File: src/rtl/core/srtf_pkg.sv
// ----------------------------------------------------------------------------
// srtf_pkg
// Shared widths, record codes and handshake structs of the SRTF schedule core.
// ----------------------------------------------------------------------------
package srtf_pkg;

  localparam int unsigned ArrW    = 16;
  localparam int unsigned TimeW   = 21;
  localparam int unsigned TatW    = 20;
  localparam int unsigned SumW    = 24;
  localparam int unsigned CntW    = 5;
  localparam int unsigned IdxOutW = 4;
  localparam int unsigned InW     = 32;
  localparam int unsigned OutW    = 120;

  localparam logic KindProc  = 1'b0;
  localparam logic KindTotal = 1'b1;

  typedef struct packed {
    logic [ArrW-1:0] rem;
    logic [ArrW-1:0] arr;
    logic [ArrW-1:0] bur;
  } entry_t;

  typedef struct packed {
    logic             clear;
    logic             en;
    logic [TimeW-1:0] sim_time;
  } sel_ctl_t;

  typedef struct packed {
    logic            have_best;
    logic [ArrW-1:0] best_rem;
    logic [ArrW-1:0] best_arr;
    logic [ArrW-1:0] best_bur;
    logic            have_next;
    logic [ArrW-1:0] next_arr;
  } sel_res_t;

endpackage

File: src/rtl/core/srtf_ptab.sv
// ----------------------------------------------------------------------------
// srtf_ptab
// Process table: arrival, burst and remaining time per entry, one write port
// and one registered read port.
// ----------------------------------------------------------------------------
module srtf_ptab #(
  parameter int unsigned NPROC = 16,
  parameter int unsigned IW    = 4
) (
  input  logic                   clk_i,
  input  logic                   wr_en_i,
  input  logic                   wr_full_i,
  input  logic [IW-1:0]          wr_addr_i,
  input  srtf_pkg::entry_t       wr_data_i,
  input  logic [IW-1:0]          rd_addr_i,
  output srtf_pkg::entry_t       rd_data_o
);

  logic [srtf_pkg::ArrW-1:0] rem_mem [NPROC];
  logic [srtf_pkg::ArrW-1:0] arr_mem [NPROC];
  logic [srtf_pkg::ArrW-1:0] bur_mem [NPROC];

  always_ff @(posedge clk_i) begin
    if (wr_en_i) begin
      rem_mem[wr_addr_i] <= wr_data_i.rem;
      if (wr_full_i) begin
        arr_mem[wr_addr_i] <= wr_data_i.arr;
        bur_mem[wr_addr_i] <= wr_data_i.bur;
      end
    end
    rd_data_o.rem <= rem_mem[rd_addr_i];
    rd_data_o.arr <= arr_mem[rd_addr_i];
    rd_data_o.bur <= bur_mem[rd_addr_i];
  end

endmodule

File: src/rtl/core/srtf_sel.sv
// ----------------------------------------------------------------------------
// srtf_sel
// Shared compare unit: folds one table entry a cycle into the running choice
// of least remaining time among arrived entries and earliest pending arrival.
// ----------------------------------------------------------------------------
module srtf_sel #(
  parameter int unsigned IW = 4
) (
  input  logic               clk_i,
  input  logic               rst_ni,
  input  srtf_pkg::sel_ctl_t ctl_i,
  input  srtf_pkg::entry_t   ent_i,
  input  logic [IW-1:0]      idx_i,
  output srtf_pkg::sel_res_t res_o,
  output logic [IW-1:0]      best_idx_o
);

  logic                      have_best_q;
  logic                      have_next_q;
  logic [srtf_pkg::ArrW-1:0] best_rem_q;
  logic [srtf_pkg::ArrW-1:0] best_arr_q;
  logic [srtf_pkg::ArrW-1:0] best_bur_q;
  logic [srtf_pkg::ArrW-1:0] next_arr_q;
  logic [IW-1:0]             best_idx_q;
  logic                      live;
  logic                      arrived;
  logic                      take_best;
  logic                      take_next;

  assign live      = ent_i.rem != '0;
  assign arrived   = {{(srtf_pkg::TimeW-srtf_pkg::ArrW){1'b0}}, ent_i.arr} <= ctl_i.sim_time;
  assign take_best = ctl_i.en && live && arrived
                     && (!have_best_q || ent_i.rem < best_rem_q);
  assign take_next = ctl_i.en && live && !arrived
                     && (!have_next_q || ent_i.arr < next_arr_q);

  always_ff @(posedge clk_i or negedge rst_ni) begin
    if (!rst_ni) begin
      have_best_q <= 1'b0;
      have_next_q <= 1'b0;
    end else if (ctl_i.clear) begin
      have_best_q <= 1'b0;
      have_next_q <= 1'b0;
    end else begin
      if (take_best) have_best_q <= 1'b1;
      if (take_next) have_next_q <= 1'b1;
    end
  end

  always_ff @(posedge clk_i) begin
    if (take_best) begin
      best_rem_q <= ent_i.rem;
      best_arr_q <= ent_i.arr;
      best_bur_q <= ent_i.bur;
      best_idx_q <= idx_i;
    end
    if (take_next) begin
      next_arr_q <= ent_i.arr;
    end
  end

  assign res_o      = '{have_best: have_best_q, best_rem: best_rem_q, best_arr: best_arr_q,
                        best_bur: best_bur_q, have_next: have_next_q, next_arr: next_arr_q};
  assign best_idx_o = best_idx_q;

endmodule

File: src/rtl/core/srtf_preemptive_schedule_core.sv
// ----------------------------------------------------------------------------
// srtf_preemptive_schedule_core
// Preemptive shortest-remaining-time-first scheduler over a loaded process set.
// ----------------------------------------------------------------------------
// Load beats (arrival, burst) are taken in StLoad; the beat with tlast closes
// the set and starts the run, during which no input beat is accepted. The run
// moves from decision point to decision point: each one scans the process
// table through its single read port, one entry a cycle, into a shared
// compare unit; a wait state and a decide state that picks the run length
// follow, then an exec state applies it and, on a completion, a turnaround
// state and an emit state form and post the completion beat. A totals beat
// closes the run. The core stalls whenever the output register still holds
// an untaken beat. Loads beyond NPROC are dropped and flag overflow on every
// result beat.
module srtf_preemptive_schedule_core #(
  parameter int unsigned NPROC = 16
) (
  input  logic                        clk_i,
  input  logic                        rst_ni,
  input  logic                        s_axis_tvalid_i,
  output logic                        s_axis_tready_o,
  input  logic [srtf_pkg::InW-1:0]    s_axis_tdata_i,  // arrival, burst
  input  logic                        s_axis_tlast_i,  // last_process
  output logic                        m_axis_tvalid_o,
  input  logic                        m_axis_tready_i,
  output logic [srtf_pkg::OutW-1:0]   m_axis_tdata_o,  // proc_index, finish_time,
                                                       // turnaround, waiting,
                                                       // total_turnaround,
                                                       // total_waiting,
                                                       // process_count, overflow
  output logic                        m_axis_tuser_o,  // kind
  output logic                        m_axis_tlast_o   // last_result
);

  localparam int unsigned IW = (NPROC > 1) ? $clog2(NPROC) : 1;
  localparam int unsigned CW = $clog2(NPROC + 1);

  typedef enum logic [2:0] {
    StLoad, StScan, StWait, StDecide, StExec, StTatw, StEmit, StTotal
  } state_e;

  state_e                     state_q;
  logic [CW-1:0]              loaded_q;
  logic [CW-1:0]              done_q;
  logic [IW-1:0]              scan_idx_q;
  logic [IW-1:0]              rd_idx_q;
  logic                       rd_vld_q;
  logic [srtf_pkg::TimeW-1:0] time_q;
  logic [srtf_pkg::SumW-1:0]  sum_tat_q;
  logic [srtf_pkg::SumW-1:0]  sum_wt_q;
  logic                       ovf_q;
  logic [srtf_pkg::ArrW-1:0]  run_q;
  logic [srtf_pkg::TatW-1:0]  tat_q;

  logic                         out_vld_q;
  logic                         out_kind_q;
  logic [srtf_pkg::IdxOutW-1:0] out_idx_q;
  logic [srtf_pkg::TimeW-1:0]   out_fin_q;
  logic [srtf_pkg::TatW-1:0]    out_tat_q;
  logic [srtf_pkg::TatW-1:0]    out_wt_q;
  logic [srtf_pkg::SumW-1:0]    out_ttat_q;
  logic [srtf_pkg::SumW-1:0]    out_twt_q;
  logic [srtf_pkg::CntW-1:0]    out_cnt_q;
  logic                         out_ovf_q;
  logic                         out_last_q;

  logic                       in_fire;
  logic                       out_free;
  logic                       out_load;
  logic                       set_full;
  logic                       scan_last;
  logic [srtf_pkg::ArrW-1:0]  in_arr;
  logic [srtf_pkg::ArrW-1:0]  in_bur;
  logic [srtf_pkg::TimeW-1:0] gap;
  logic [srtf_pkg::ArrW-1:0]  new_rem;
  logic [srtf_pkg::TatW-1:0]  wt;
  logic [CW-1:0]              loaded_nx;

  logic                       wr_en;
  logic                       wr_full;
  logic [IW-1:0]              wr_addr;
  srtf_pkg::entry_t           wr_data;
  srtf_pkg::entry_t           rd_data;
  srtf_pkg::sel_ctl_t         sel_ctl;
  srtf_pkg::sel_res_t         sel_res;
  logic [IW-1:0]              best_idx;

  assign s_axis_tready_o = state_q == StLoad;
  assign in_fire   = s_axis_tvalid_i && s_axis_tready_o;
  assign out_free  = !out_vld_q || m_axis_tready_i;
  assign out_load  = ((state_q == StEmit) || (state_q == StTotal)) && out_free;
  assign set_full  = loaded_q == CW'(NPROC);
  assign loaded_nx = set_full ? loaded_q : loaded_q + CW'(1);
  assign scan_last = (CW'(scan_idx_q) + CW'(1)) == loaded_q;
  assign in_arr    = s_axis_tdata_i[15:0];
  assign in_bur    = (s_axis_tdata_i[31:16] == '0) ? 16'd1 : s_axis_tdata_i[31:16];
  assign gap       = {{(srtf_pkg::TimeW-srtf_pkg::ArrW){1'b0}}, sel_res.next_arr} - time_q;
  assign new_rem   = sel_res.best_rem - run_q;
  assign wt        = tat_q - {{(srtf_pkg::TatW-srtf_pkg::ArrW){1'b0}}, sel_res.best_bur};

  always_comb begin
    wr_en   = 1'b0;
    wr_full = 1'b0;
    wr_addr = loaded_q[IW-1:0];
    wr_data = '{rem: in_bur, arr: in_arr, bur: in_bur};
    if (in_fire && !set_full) begin
      wr_en   = 1'b1;
      wr_full = 1'b1;
    end else if (state_q == StExec) begin
      wr_en       = 1'b1;
      wr_addr     = best_idx;
      wr_data.rem = new_rem;
    end
  end

  assign sel_ctl = '{clear: (state_q == StScan) && (scan_idx_q == '0), en: rd_vld_q,
                     sim_time: time_q};

  srtf_ptab #(.NPROC(NPROC), .IW(IW)) u_ptab (
    .clk_i     (clk_i),
    .wr_en_i   (wr_en),
    .wr_full_i (wr_full),
    .wr_addr_i (wr_addr),
    .wr_data_i (wr_data),
    .rd_addr_i (scan_idx_q),
    .rd_data_o (rd_data)
  );

  srtf_sel #(.IW(IW)) u_sel (
    .clk_i      (clk_i),
    .rst_ni     (rst_ni),
    .ctl_i      (sel_ctl),
    .ent_i      (rd_data),
    .idx_i      (rd_idx_q),
    .res_o      (sel_res),
    .best_idx_o (best_idx)
  );

  always_ff @(posedge clk_i or negedge rst_ni) begin
    if (!rst_ni) begin
      state_q    <= StLoad;
      loaded_q   <= '0;
      done_q     <= '0;
      scan_idx_q <= '0;
      rd_idx_q   <= '0;
      rd_vld_q   <= 1'b0;
      time_q     <= '0;
      sum_tat_q  <= '0;
      sum_wt_q   <= '0;
      ovf_q      <= 1'b0;
      out_vld_q  <= 1'b0;
    end else begin
      rd_vld_q <= state_q == StScan;
      rd_idx_q <= scan_idx_q;
      if (out_load) begin
        out_vld_q <= 1'b1;
      end else if (m_axis_tready_i) begin
        out_vld_q <= 1'b0;
      end
      case (state_q)
        StLoad: begin
          if (in_fire) begin
            loaded_q <= loaded_nx;
            if (set_full) ovf_q <= 1'b1;
            if (s_axis_tlast_i) begin
              scan_idx_q <= '0;
              state_q    <= (loaded_nx == '0) ? StTotal : StScan;
            end
          end
        end
        StScan: begin
          if (scan_last) begin
            state_q <= StWait;
          end else begin
            scan_idx_q <= scan_idx_q + IW'(1);
          end
        end
        StWait: state_q <= StDecide;
        StDecide: begin
          if (!sel_res.have_best) begin
            time_q     <= {{(srtf_pkg::TimeW-srtf_pkg::ArrW){1'b0}}, sel_res.next_arr};
            scan_idx_q <= '0;
            state_q    <= StScan;
          end else begin
            run_q   <= (sel_res.have_next && gap < {5'd0, sel_res.best_rem})
                       ? gap[srtf_pkg::ArrW-1:0] : sel_res.best_rem;
            state_q <= StExec;
          end
        end
        StExec: begin
          time_q <= time_q + {{(srtf_pkg::TimeW-srtf_pkg::ArrW){1'b0}}, run_q};
          if (new_rem == '0) begin
            state_q <= StTatw;
          end else begin
            scan_idx_q <= '0;
            state_q    <= StScan;
          end
        end
        StTatw: begin
          tat_q   <= srtf_pkg::TatW'(time_q - {5'd0, sel_res.best_arr});
          state_q <= StEmit;
        end
        StEmit: begin
          if (out_free) begin
            out_kind_q <= srtf_pkg::KindProc;
            out_idx_q  <= srtf_pkg::IdxOutW'(best_idx);
            out_fin_q  <= time_q;
            out_tat_q  <= tat_q;
            out_wt_q   <= wt;
            out_ttat_q <= '0;
            out_twt_q  <= '0;
            out_cnt_q  <= '0;
            out_ovf_q  <= ovf_q;
            out_last_q <= 1'b0;
            sum_tat_q  <= sum_tat_q + {4'd0, tat_q};
            sum_wt_q   <= sum_wt_q + {4'd0, wt};
            done_q     <= done_q + CW'(1);
            scan_idx_q <= '0;
            state_q    <= ((done_q + CW'(1)) == loaded_q) ? StTotal : StScan;
          end
        end
        StTotal: begin
          if (out_free) begin
            out_kind_q <= srtf_pkg::KindTotal;
            out_idx_q  <= '0;
            out_fin_q  <= time_q;
            out_tat_q  <= '0;
            out_wt_q   <= '0;
            out_ttat_q <= sum_tat_q;
            out_twt_q  <= sum_wt_q;
            out_cnt_q  <= srtf_pkg::CntW'(loaded_q);
            out_ovf_q  <= ovf_q;
            out_last_q <= 1'b1;
            loaded_q   <= '0;
            done_q     <= '0;
            time_q     <= '0;
            sum_tat_q  <= '0;
            sum_wt_q   <= '0;
            ovf_q      <= 1'b0;
            state_q    <= StLoad;
          end
        end
        default: state_q <= StLoad;
      endcase
    end
  end

  assign m_axis_tvalid_o = out_vld_q;
  assign m_axis_tuser_o  = out_kind_q;
  assign m_axis_tlast_o  = out_last_q;
  assign m_axis_tdata_o  = {1'b0, out_ovf_q, out_cnt_q, out_twt_q, out_ttat_q,
                            out_wt_q, out_tat_q, out_fin_q, out_idx_q};

`ifndef SYNTH
  a_loaded_bound: assert property (@(posedge clk_i) disable iff (!rst_ni)
    loaded_q <= CW'(NPROC))
    else $error("loaded count beyond table depth");

  a_done_bound: assert property (@(posedge clk_i) disable iff (!rst_ni)
    done_q <= loaded_q)
    else $error("more completions than loaded processes");

  a_tat_nonzero: assert property (@(posedge clk_i) disable iff (!rst_ni)
    (m_axis_tvalid_o && (m_axis_tuser_o == srtf_pkg::KindProc)) |-> (out_tat_q != '0))
    else $error("completion beat with zero turnaround");

  a_run_has_best: assert property (@(posedge clk_i) disable iff (!rst_ni)
    (state_q == StExec) |-> (sel_res.have_best && run_q != '0))
    else $error("run step without a selected process");
`endif

endmodule

File: config.mk
export PLATFORM = sky130hd
export DESIGN_NAME = srtf_preemptive_schedule_core
export DESIGN_NICKNAME = d
export VERILOG_FILES = /design/src/rtl/core/srtf_pkg.sv /design/src/rtl/core/srtf_ptab.sv /design/src/rtl/core/srtf_sel.sv /design/src/rtl/core/srtf_preemptive_schedule_core.sv
export SDC_FILE = /design/constraint.sdc
export NUM_CORES = 1
export LEC_CHECK = 0
export BUFFER_PORTS_ARGS = -buffer_cell sky130_fd_sc_hd__buf_2
export CAP_MARGIN = 25
export CORE_UTILIZATION = 50
export DETAILED_ROUTE_END_ITERATION = 8
export GPL_TIMING_DRIVEN = 1
export PLACE_DENSITY = 0.63
export SLEW_MARGIN = 5
export SYNTH_ARGS = -nofsm -noshare
export SYNTH_HDL_FRONTEND = slang
export SYNTH_SLANG_ARGS = --single-unit
export TNS_END_PERCENT = 1
File: constraint.sdc
create_clock -name clk_i -period 8.1 [get_ports clk_i]
set_clock_uncertainty 0.05 [all_clocks]
set_input_delay 2.43 -clock clk_i [delete_from_list [all_inputs] [get_ports clk_i]]
set_output_delay 2.43 -clock clk_i [all_outputs]
set_load 0.005 [all_outputs]
; Word-level counts from Yosys, hierarchy flattened
; Memory sizes are Yosys's and may differ from the RTL's. A register that Yosys moved wholly into a read port is not among the register bits.
; Index checks and enable logic that the tools add are counted.
[word_totals]
input_bits = 37
latchBits = 0
ramBits = 768
reg_bits = 319
romBits = 0
mem_count = 3
elab_cells = 179
[op_classes]
n_bitwise = 0
div = 0
n_eq_ne = 19
n_mul = 0
n_shift = 0
n_reduce_logical = 43
order_cmp = 4
addsub = 11
n_mux = 70
[memory_table]
columns = memory, depth, word_bits, read_ports, rd_ports_with_merged_regs, wr, line
row1 = u_ptab.arr_mem, 16, 16, 1, 1, 1, srtf_ptab.sv:20  ; logic [srtf_pkg::ArrW-1:0] arr_mem [NPROC];
row2 = u_ptab.bur_mem, 16, 16, 1, 1, 1, srtf_ptab.sv:21  ; logic [srtf_pkg::ArrW-1:0] bur_mem [NPROC];
row3 = u_ptab.rem_mem, 16, 16, 1, 1, 1, srtf_ptab.sv:19  ; logic [srtf_pkg::ArrW-1:0] rem_mem [NPROC];
[op_table]
columns = operator, count
row1 = 24-bit case mux with 2 select lines, 4
row2 = 24-bit 2-to-1 mux, 5
row3 = 20-bit case mux with 2 select lines, 2
row4 = 16-bit 2-to-1 mux, 4
row5 = 21-bit case mux with 3 select lines, 1
row6 = 20-bit 2-to-1 mux, 3
row7 = 24-bit by 20-bit adder with 24-bit output, 2
row8 = 21-bit 2-to-1 mux, 2
row9 = 20-bit by 16-bit subtractor with 20-bit output, 2
row10 = 4-bit 2-to-1 mux, 9
row11 = 16-bit logical NOT, 2
row12 = 16-bit < comparator, 2
row13 = 5-bit case mux with 2 select lines, 3
row14 = 3-bit 2-to-1 mux, 9
row15 = 5-bit 2-to-1 mux, 5
row16 = 3-bit case mux with 8 select lines, 1
row17 = 21-bit by 16-bit adder with 21-bit output, 1
row18 = 16-bit by 21-bit less-or-equal comparator with 1-bit output, 1
row19 = 21-bit by 16-bit < comparator with 1-bit output, 1
row20 = 16-bit by 21-bit subtractor with 21-bit output, 1
row21 = 4-bit case mux with 5 select lines, 1
row22 = 1-bit 2-to-1 mux, 18
row23 = 16-bit nonzero test, 1
row24 = 16-bit subtractor, 1
row25 = other kinds (27), 66

; Longest topological paths before layout
[depth]
depth_word = 7
mapped_depth = 21

; Hierarchy
; From an unflattened synthesis, not the netlist that was laid out.
[unflattened]
hier_cells = 3202
hier_area_um2 = 49516.2
[modules_own_cells]
columns = module, instances, seq_area_each_um2, cells_each, area_per_inst_um2
row1 = srtf_ptab, 1, 24023.0, 1270, 29803.6
row2 = srtf_preemptive_schedule_core, 1, 7011.7, 1682, 16349.4
row3 = srtf_sel, 1, 2092.0, 250, 3363.2

; Worst setup path after synthesis
; Ideal clock, no wire load.
[synth_timing]
path_kind = reg2reg
start = reg time_q[1] (netlist bit)
end = reg u_sel.best_arr_q[0] (netlist bit) (enable)
period_less_slack_ns = 6.469
path_slack_ns = 1.631
arrival_time_ns = 5.879
path_stages_with_launch = 12
cell_sequence = dfrtp_1 -> inv_1 -> ha_1 -> nor2b_1 -> o21a_1 -> o21a_1 -> o21ai_0 -> a211oi_1 -> o221a_2 -> o21ai_0 -> nand3_1 -> a211oi_1
[synth_via]
elab_chain_len = 3
[synth_lines]
columns = element, line
row1 = "start, declared", srtf_preemptive_schedule_core.sv:48  ; logic [srtf_pkg::TimeW-1:0] time_q;
row2 = "start signal, assigned", srtf_preemptive_schedule_core.sv:181  ; time_q <= {{(srtf_pkg::TimeW-srtf_pkg::ArrW){1'b0}}, sel_res.next_arr};
row3 = "start signal, assigned", srtf_preemptive_schedule_core.sv:191  ; time_q <= time_q + {{(srtf_pkg::TimeW-srtf_pkg::ArrW){1'b0}}, run_q};
row4 = 16-bit by 21-bit less-or-equal comparator with 1-bit output, srtf_sel.sv:31  ; assign arrived = {{(srtf_pkg::TimeW-srtf_pkg::ArrW){1'b0}}, ent_i.arr} <= ctl_i.sim_time;
row5 = 1-bit logical AND, srtf_sel.sv:32  ; assign take_best = ctl_i.en && live && arrived
row6 = 1-bit logical AND, srtf_sel.sv:33  ; && (!have_best_q || ent_i.rem < best_rem_q);
row7 = named net u_sel.take_best, srtf_sel.sv:27  ; logic take_best;
row8 = "end signal, assigned", srtf_sel.sv:53  ; best_arr_q <= ent_i.arr;
row9 = "end, declared", srtf_sel.sv:21  ; logic [srtf_pkg::ArrW-1:0] best_arr_q;
; The timed path passes the listed nets, and every way through them passes these cells.
; A chain may end at the register's enable or synchronous reset.

; Worst setup path in the final report
[layout_timing]
start = reg time_q[1] (netlist bit)
end = reg run_q[13] (netlist bit), data pin
[layout_via]
elab_chain_len = 4
[layout_lines]
columns = element, line
row1 = 16-bit by 21-bit subtractor with 21-bit output *, srtf_preemptive_schedule_core.sv:97  ; assign gap = {{(srtf_pkg::TimeW-srtf_pkg::ArrW){1'b0}}, sel_res.next_arr} - time_q;
row2 = 21-bit by 16-bit < comparator with 1-bit output, srtf_preemptive_schedule_core.sv:185  ; run_q <= (sel_res.have_next && gap < {5'd0, sel_res.best_rem})
row3 = 1-bit logical AND, srtf_preemptive_schedule_core.sv:185
row4 = 16-bit 2-to-1 mux *, srtf_preemptive_schedule_core.sv:186  ; ? gap[srtf_pkg::ArrW-1:0] : sel_res.best_rem;
row5 = "end signal, assigned", srtf_preemptive_schedule_core.sv:185
row6 = "end, declared", srtf_preemptive_schedule_core.sv:52  ; logic [srtf_pkg::ArrW-1:0] run_q;
; Every way passes the cells marked *; elsewhere a longest branch is shown, timed or not.

==> metrics.md <==
| Metric | Value |
|---|---|
| Outcome | finished clean |
| Crit. End Element | flop |
| Switching portion of total power | 33.4% |
| First-pass DRT Iterations | 6 |
| Flop pwr share | 39.1% |
| CP max FO | 16 |
| Wirelength per Cell | between 20 and 30 um |
| Largest net degree at the start of global routing | 117 |
| Max_slew headroom | 29.1% |
| Worst Max-Slew Pin Slew | 1.06 ns |
| Clock sink count | about 1.1k |
| Register area share after synthesis | 67.0% |
| Crit path kind | reg2reg |
| GRT Residual Overflow | 0 |
| Final Max Tran Viols | 0 |
| Later-pin clock latency in the skew report | approximately 0.7 ns |
| Met1 global-route usage | 33.0% |
| Drt drc | 0 |
| Global route hottest layer | met2 |
| Io pins | 161 |
| Share of cells above drive strength 1 | 21.2% |
| Part of the power in the clock network | 27.8% |
| Final Wtd Congestion | 0.888 |
| Nets | 3522 |
| Max Root-Sink Buffers | 3 |
| Cts bufs inserted | 115 |
| Port-buffer cells | 159 |
| Met2 Usage GRT | 39.4% |
| Minimum clock period | a little over 5 ns |
| Critical Path Start | time_q[1] |
| Die Area | 100000 um2 |
| Final period util | between 60% and 70% |
| WP data arrival | around 5.4 ns |
| Syn Nets | about 3.3k |
| Initial antenna violation count | 19 |
| Static Leakage | 20.0 nW |
| Met3 Track Usage GR | 3.56% |
| CTS tree | built |
| PD cells | between 300 and 400 nW/um2 |
| Hold_ws | 0.350 ns |
| Max VDD drop | 0.000228 V |
| Core area | 97300 um2 |
| Placed insts | 4447 |
| Final setup viols | 0 |
| Synth Register Bits | 1135 |
| Core Rows | between 100 and 150 |
| Die Ht | between 300 and 400 um |
| Detailed-route vias per instance | roughly 5.9 |
| Vias | around 28k |
| Logic pwr share | 33.1% |
| Initial core utilization | 50.8% |
| Hold_sp | u_ptab.rd_data_o[1] |
| Setup TNS Final | 0 ns |
| # Post-CTS Setup Buffers | 0 |
| Vias in the first global route | between 20k and 30k |
| Synthesized area per cell | 16.1 um2 |
| Clk slew on worst S/H paths | 0.06 ns |
| First-pass GRT wire length | 176 mm |
| Switching Power | 6.73 mW |
| First DRT Iteration DRCs | 2452 |
| P_int | 13.4 mW |
| All-layer global routing usage | 23.9% |
| Main flop type after synthesis | edfxtp_1 |
| Synthesis Warnings | 0 |
| Post-CTS sizing | 0 |
| Hold Path Class | reg2reg |
| Max Fclk | 198 MHz |
| Commonest non-fill, non-tap cell in the layout | edfxtp_1 |
| Post-synth EDFFs | 992 |
| Asr flop ratio synth | 8.37% |
| Startpoint Class | flop |
| CTS H-tree lvls | 3 |
| Worst reg2reg path startpoint | time_q[1] |
| Mapped Area | between 40000 and 50000 um2 |
| Unrepaired setup endpoints after global routing | false |
| Area growth syn-to-layout | 13.7% |
| Fin. Hold Viols | 0 |
| DP HPWL | 77.9 mm |
| Post-Syn Instances | about 3k |
| Max-cap viol count | 0 |
| Die Wd | between 300 and 400 um |
| Final Non-Filler Cells | 4670 |
| CTS Root Cell | clkbuf_16 |
| Worst EP required | 8.48 ns |
| Yosys cell types | between 70 and 80 |
| Most frequent cells in the layout | edfxtp_1, mux4_2, ha_1, buf_2, nor2_1 |
| Post-route ant nets | 0 |
| Hold buffer count at cts | 0 |
| Total Wirelength | ~120 mm |
cells in the mapped netlist (4+ instances only):
master / n / area (um2)
o31ai_1: 15 / 113
mux2i_1: 8 / 80.1
o2111ai_1: 4 / 35.0
a311oi_1: 18 / 158
a21boi_0: 6 / 45.0
inv_1: 155 / 582
mux4_2: 240 / 5410
and2_1: 97 / 607
o211ai_1: 14 / 105
o21ai_1: 4 / 20.0
a31o_2: 4 / 35.0
nor2b_1: 17 / 106
a21oi_1: 105 / 526
mux2_2: 9 / 101
o31a_1: 4 / 35.0
nand2b_1: 18 / 113
xor2_1: 54 / 473
dfrtp_1: 95 / 2380
a31oi_1: 22 / 138
o21ai_0: 125 / 626
edfxtp_1: 992 / 29800
nand4_1: 19 / 119
nor3_1: 33 / 165
o21a_1: 22 / 165
nor4_1: 14 / 87.6
nand2_1: 143 / 537
o21bai_1: 12 / 90.1
or2_2: 9 / 56.3
dfxtp_1: 48 / 961
clkbuf_1: 101 / 379
mux2_4: 9 / 135
o22ai_1: 5 / 31.3
and3_1: 13 / 81.3
xnor2_1: 59 / 517
fa_1: 7 / 140
or3_1: 14 / 87.6
a21o_1: 43 / 323
a22o_1: 10 / 87.6
nand3_1: 43 / 215
a211oi_1: 24 / 180
nand3b_1: 4 / 30.0
nor2_1: 173 / 649
buf_1: 22 / 82.6
ha_1: 187 / 2340
per-layer routing:
| layer | vias up | wire length, um |
|---|---|---|
| li1 | 12368 | - |
| met1 | 14185 | 50300 |
| met2 | 893 | 57900 |
| met3 | 211 | 6740 |
| met4 | 14 | 3460 |
| met5 | - | 88 |
flip-flops by register name, indices dropped and copies added (netlist names), 20 cells and up:
| register | count |
|---|---|
| u_ptab.rd_data_o | 48 |
| sum_wt_q | 24 |
| out_fin_q | 21 |
| u_ptab.arr_mem | 256 |
| out_twt_q | 24 |
| out_tat_q | 20 |
| u_ptab.rem_mem | 256 |
| tat_q | 20 |
| time_q | 21 |
| u_ptab.bur_mem | 256 |
| out_ttat_q | 24 |
| out_wt_q | 20 |
| sum_tat_q | 24 |
power by group through the flow:
stage	clock network [mW]	logic, mW	registers, mW
4_1_cts	5.69	6.66	7.89
3_5_place_dp	0	6.61	8.01
5_1_grt	5.91	7.36	7.95
3_3_place_gp	0	6.44	7.99
2_1_floorplan	0	4.91	7.67
6_report	5.59	6.67	7.88
kinds of logic (layout without fill, tap and decap cells):
kind of cell,after synthesis,in the layout,synth area share (%)
xor+xnor,113,113,2.00
compound gates,473,473,6.23
fa+ha+maj,194,194,5.02
buf+inv,283,603,2.19
other cells,1,3,0.00759
mux,268,268,11.6
simple gates,605,605,5.91
flops,1135,1135,67.0
worst max-delay path: stages, from the launching register on:
cell and delay [ns]:
dfrtp_1 0.46, inv_1 0.18, fa_1 0.51, a211oi_1 0.25
nor2_1 0.12, o21a_1 0.18, nor2_1 0.16, o21bai_1 0.09
a21oi_1 0.18, xnor2_1 0.18, ha_1 0.28, and4_1 0.15
o21ai_0 0.07, a21oi_1 0.06, a211oi_1 0.35, o21ai_0 0.19
a211oi_1 0.43, o2111ai_4 0.44, mux2_4 0.43
per-stage QoR:
stage	util [%]	instance area [um2]	setup WS [ns]	total power, mW
after floorplan	-	49400	1.63	12.6
after global placement	53.4	52000	2.96	14.4
after detailed placement	53.5	52100	2.98	14.6
after CTS	57.7	56100	3.08	20.2
after global routing	57.8	56200	2.72	21.2
final	57.8	56200	3.05	20.1
path summary, 6_finish.rpt:
kind / end / depth (start not counted) / slack (ns)
min: u_sel.best_bur_q[1] / 0 / 0.35
min reg2reg: u_sel.best_bur_q[1] / 0 / 0.35
max: run_q[13] / 18 / 3.05
min in group asynchronous: time_q[2] / 1 / 1.63
max reg2reg: run_q[13] / 18 / 3.05
max in group asynchronous: sum_wt_q[7] / 3 / 4.88
area by class of cell:
| cell class | instances | area (um2) |
|---|---|---|
| flip-flops and latches | 1135 | 33100 |
| clock inverters | 77 | 1010 |
| diodes | 2 | 5.00 |
| fillers | 7395 | 41100 |
| multi-input cells | 1654 | 15400 |
| repair buffers | 230 | 1450 |
| clock buffers | 141 | 3040 |
| well taps | 1276 | 1600 |
| inverters | 155 | 582 |
Power figures use the tool's default switching activity.
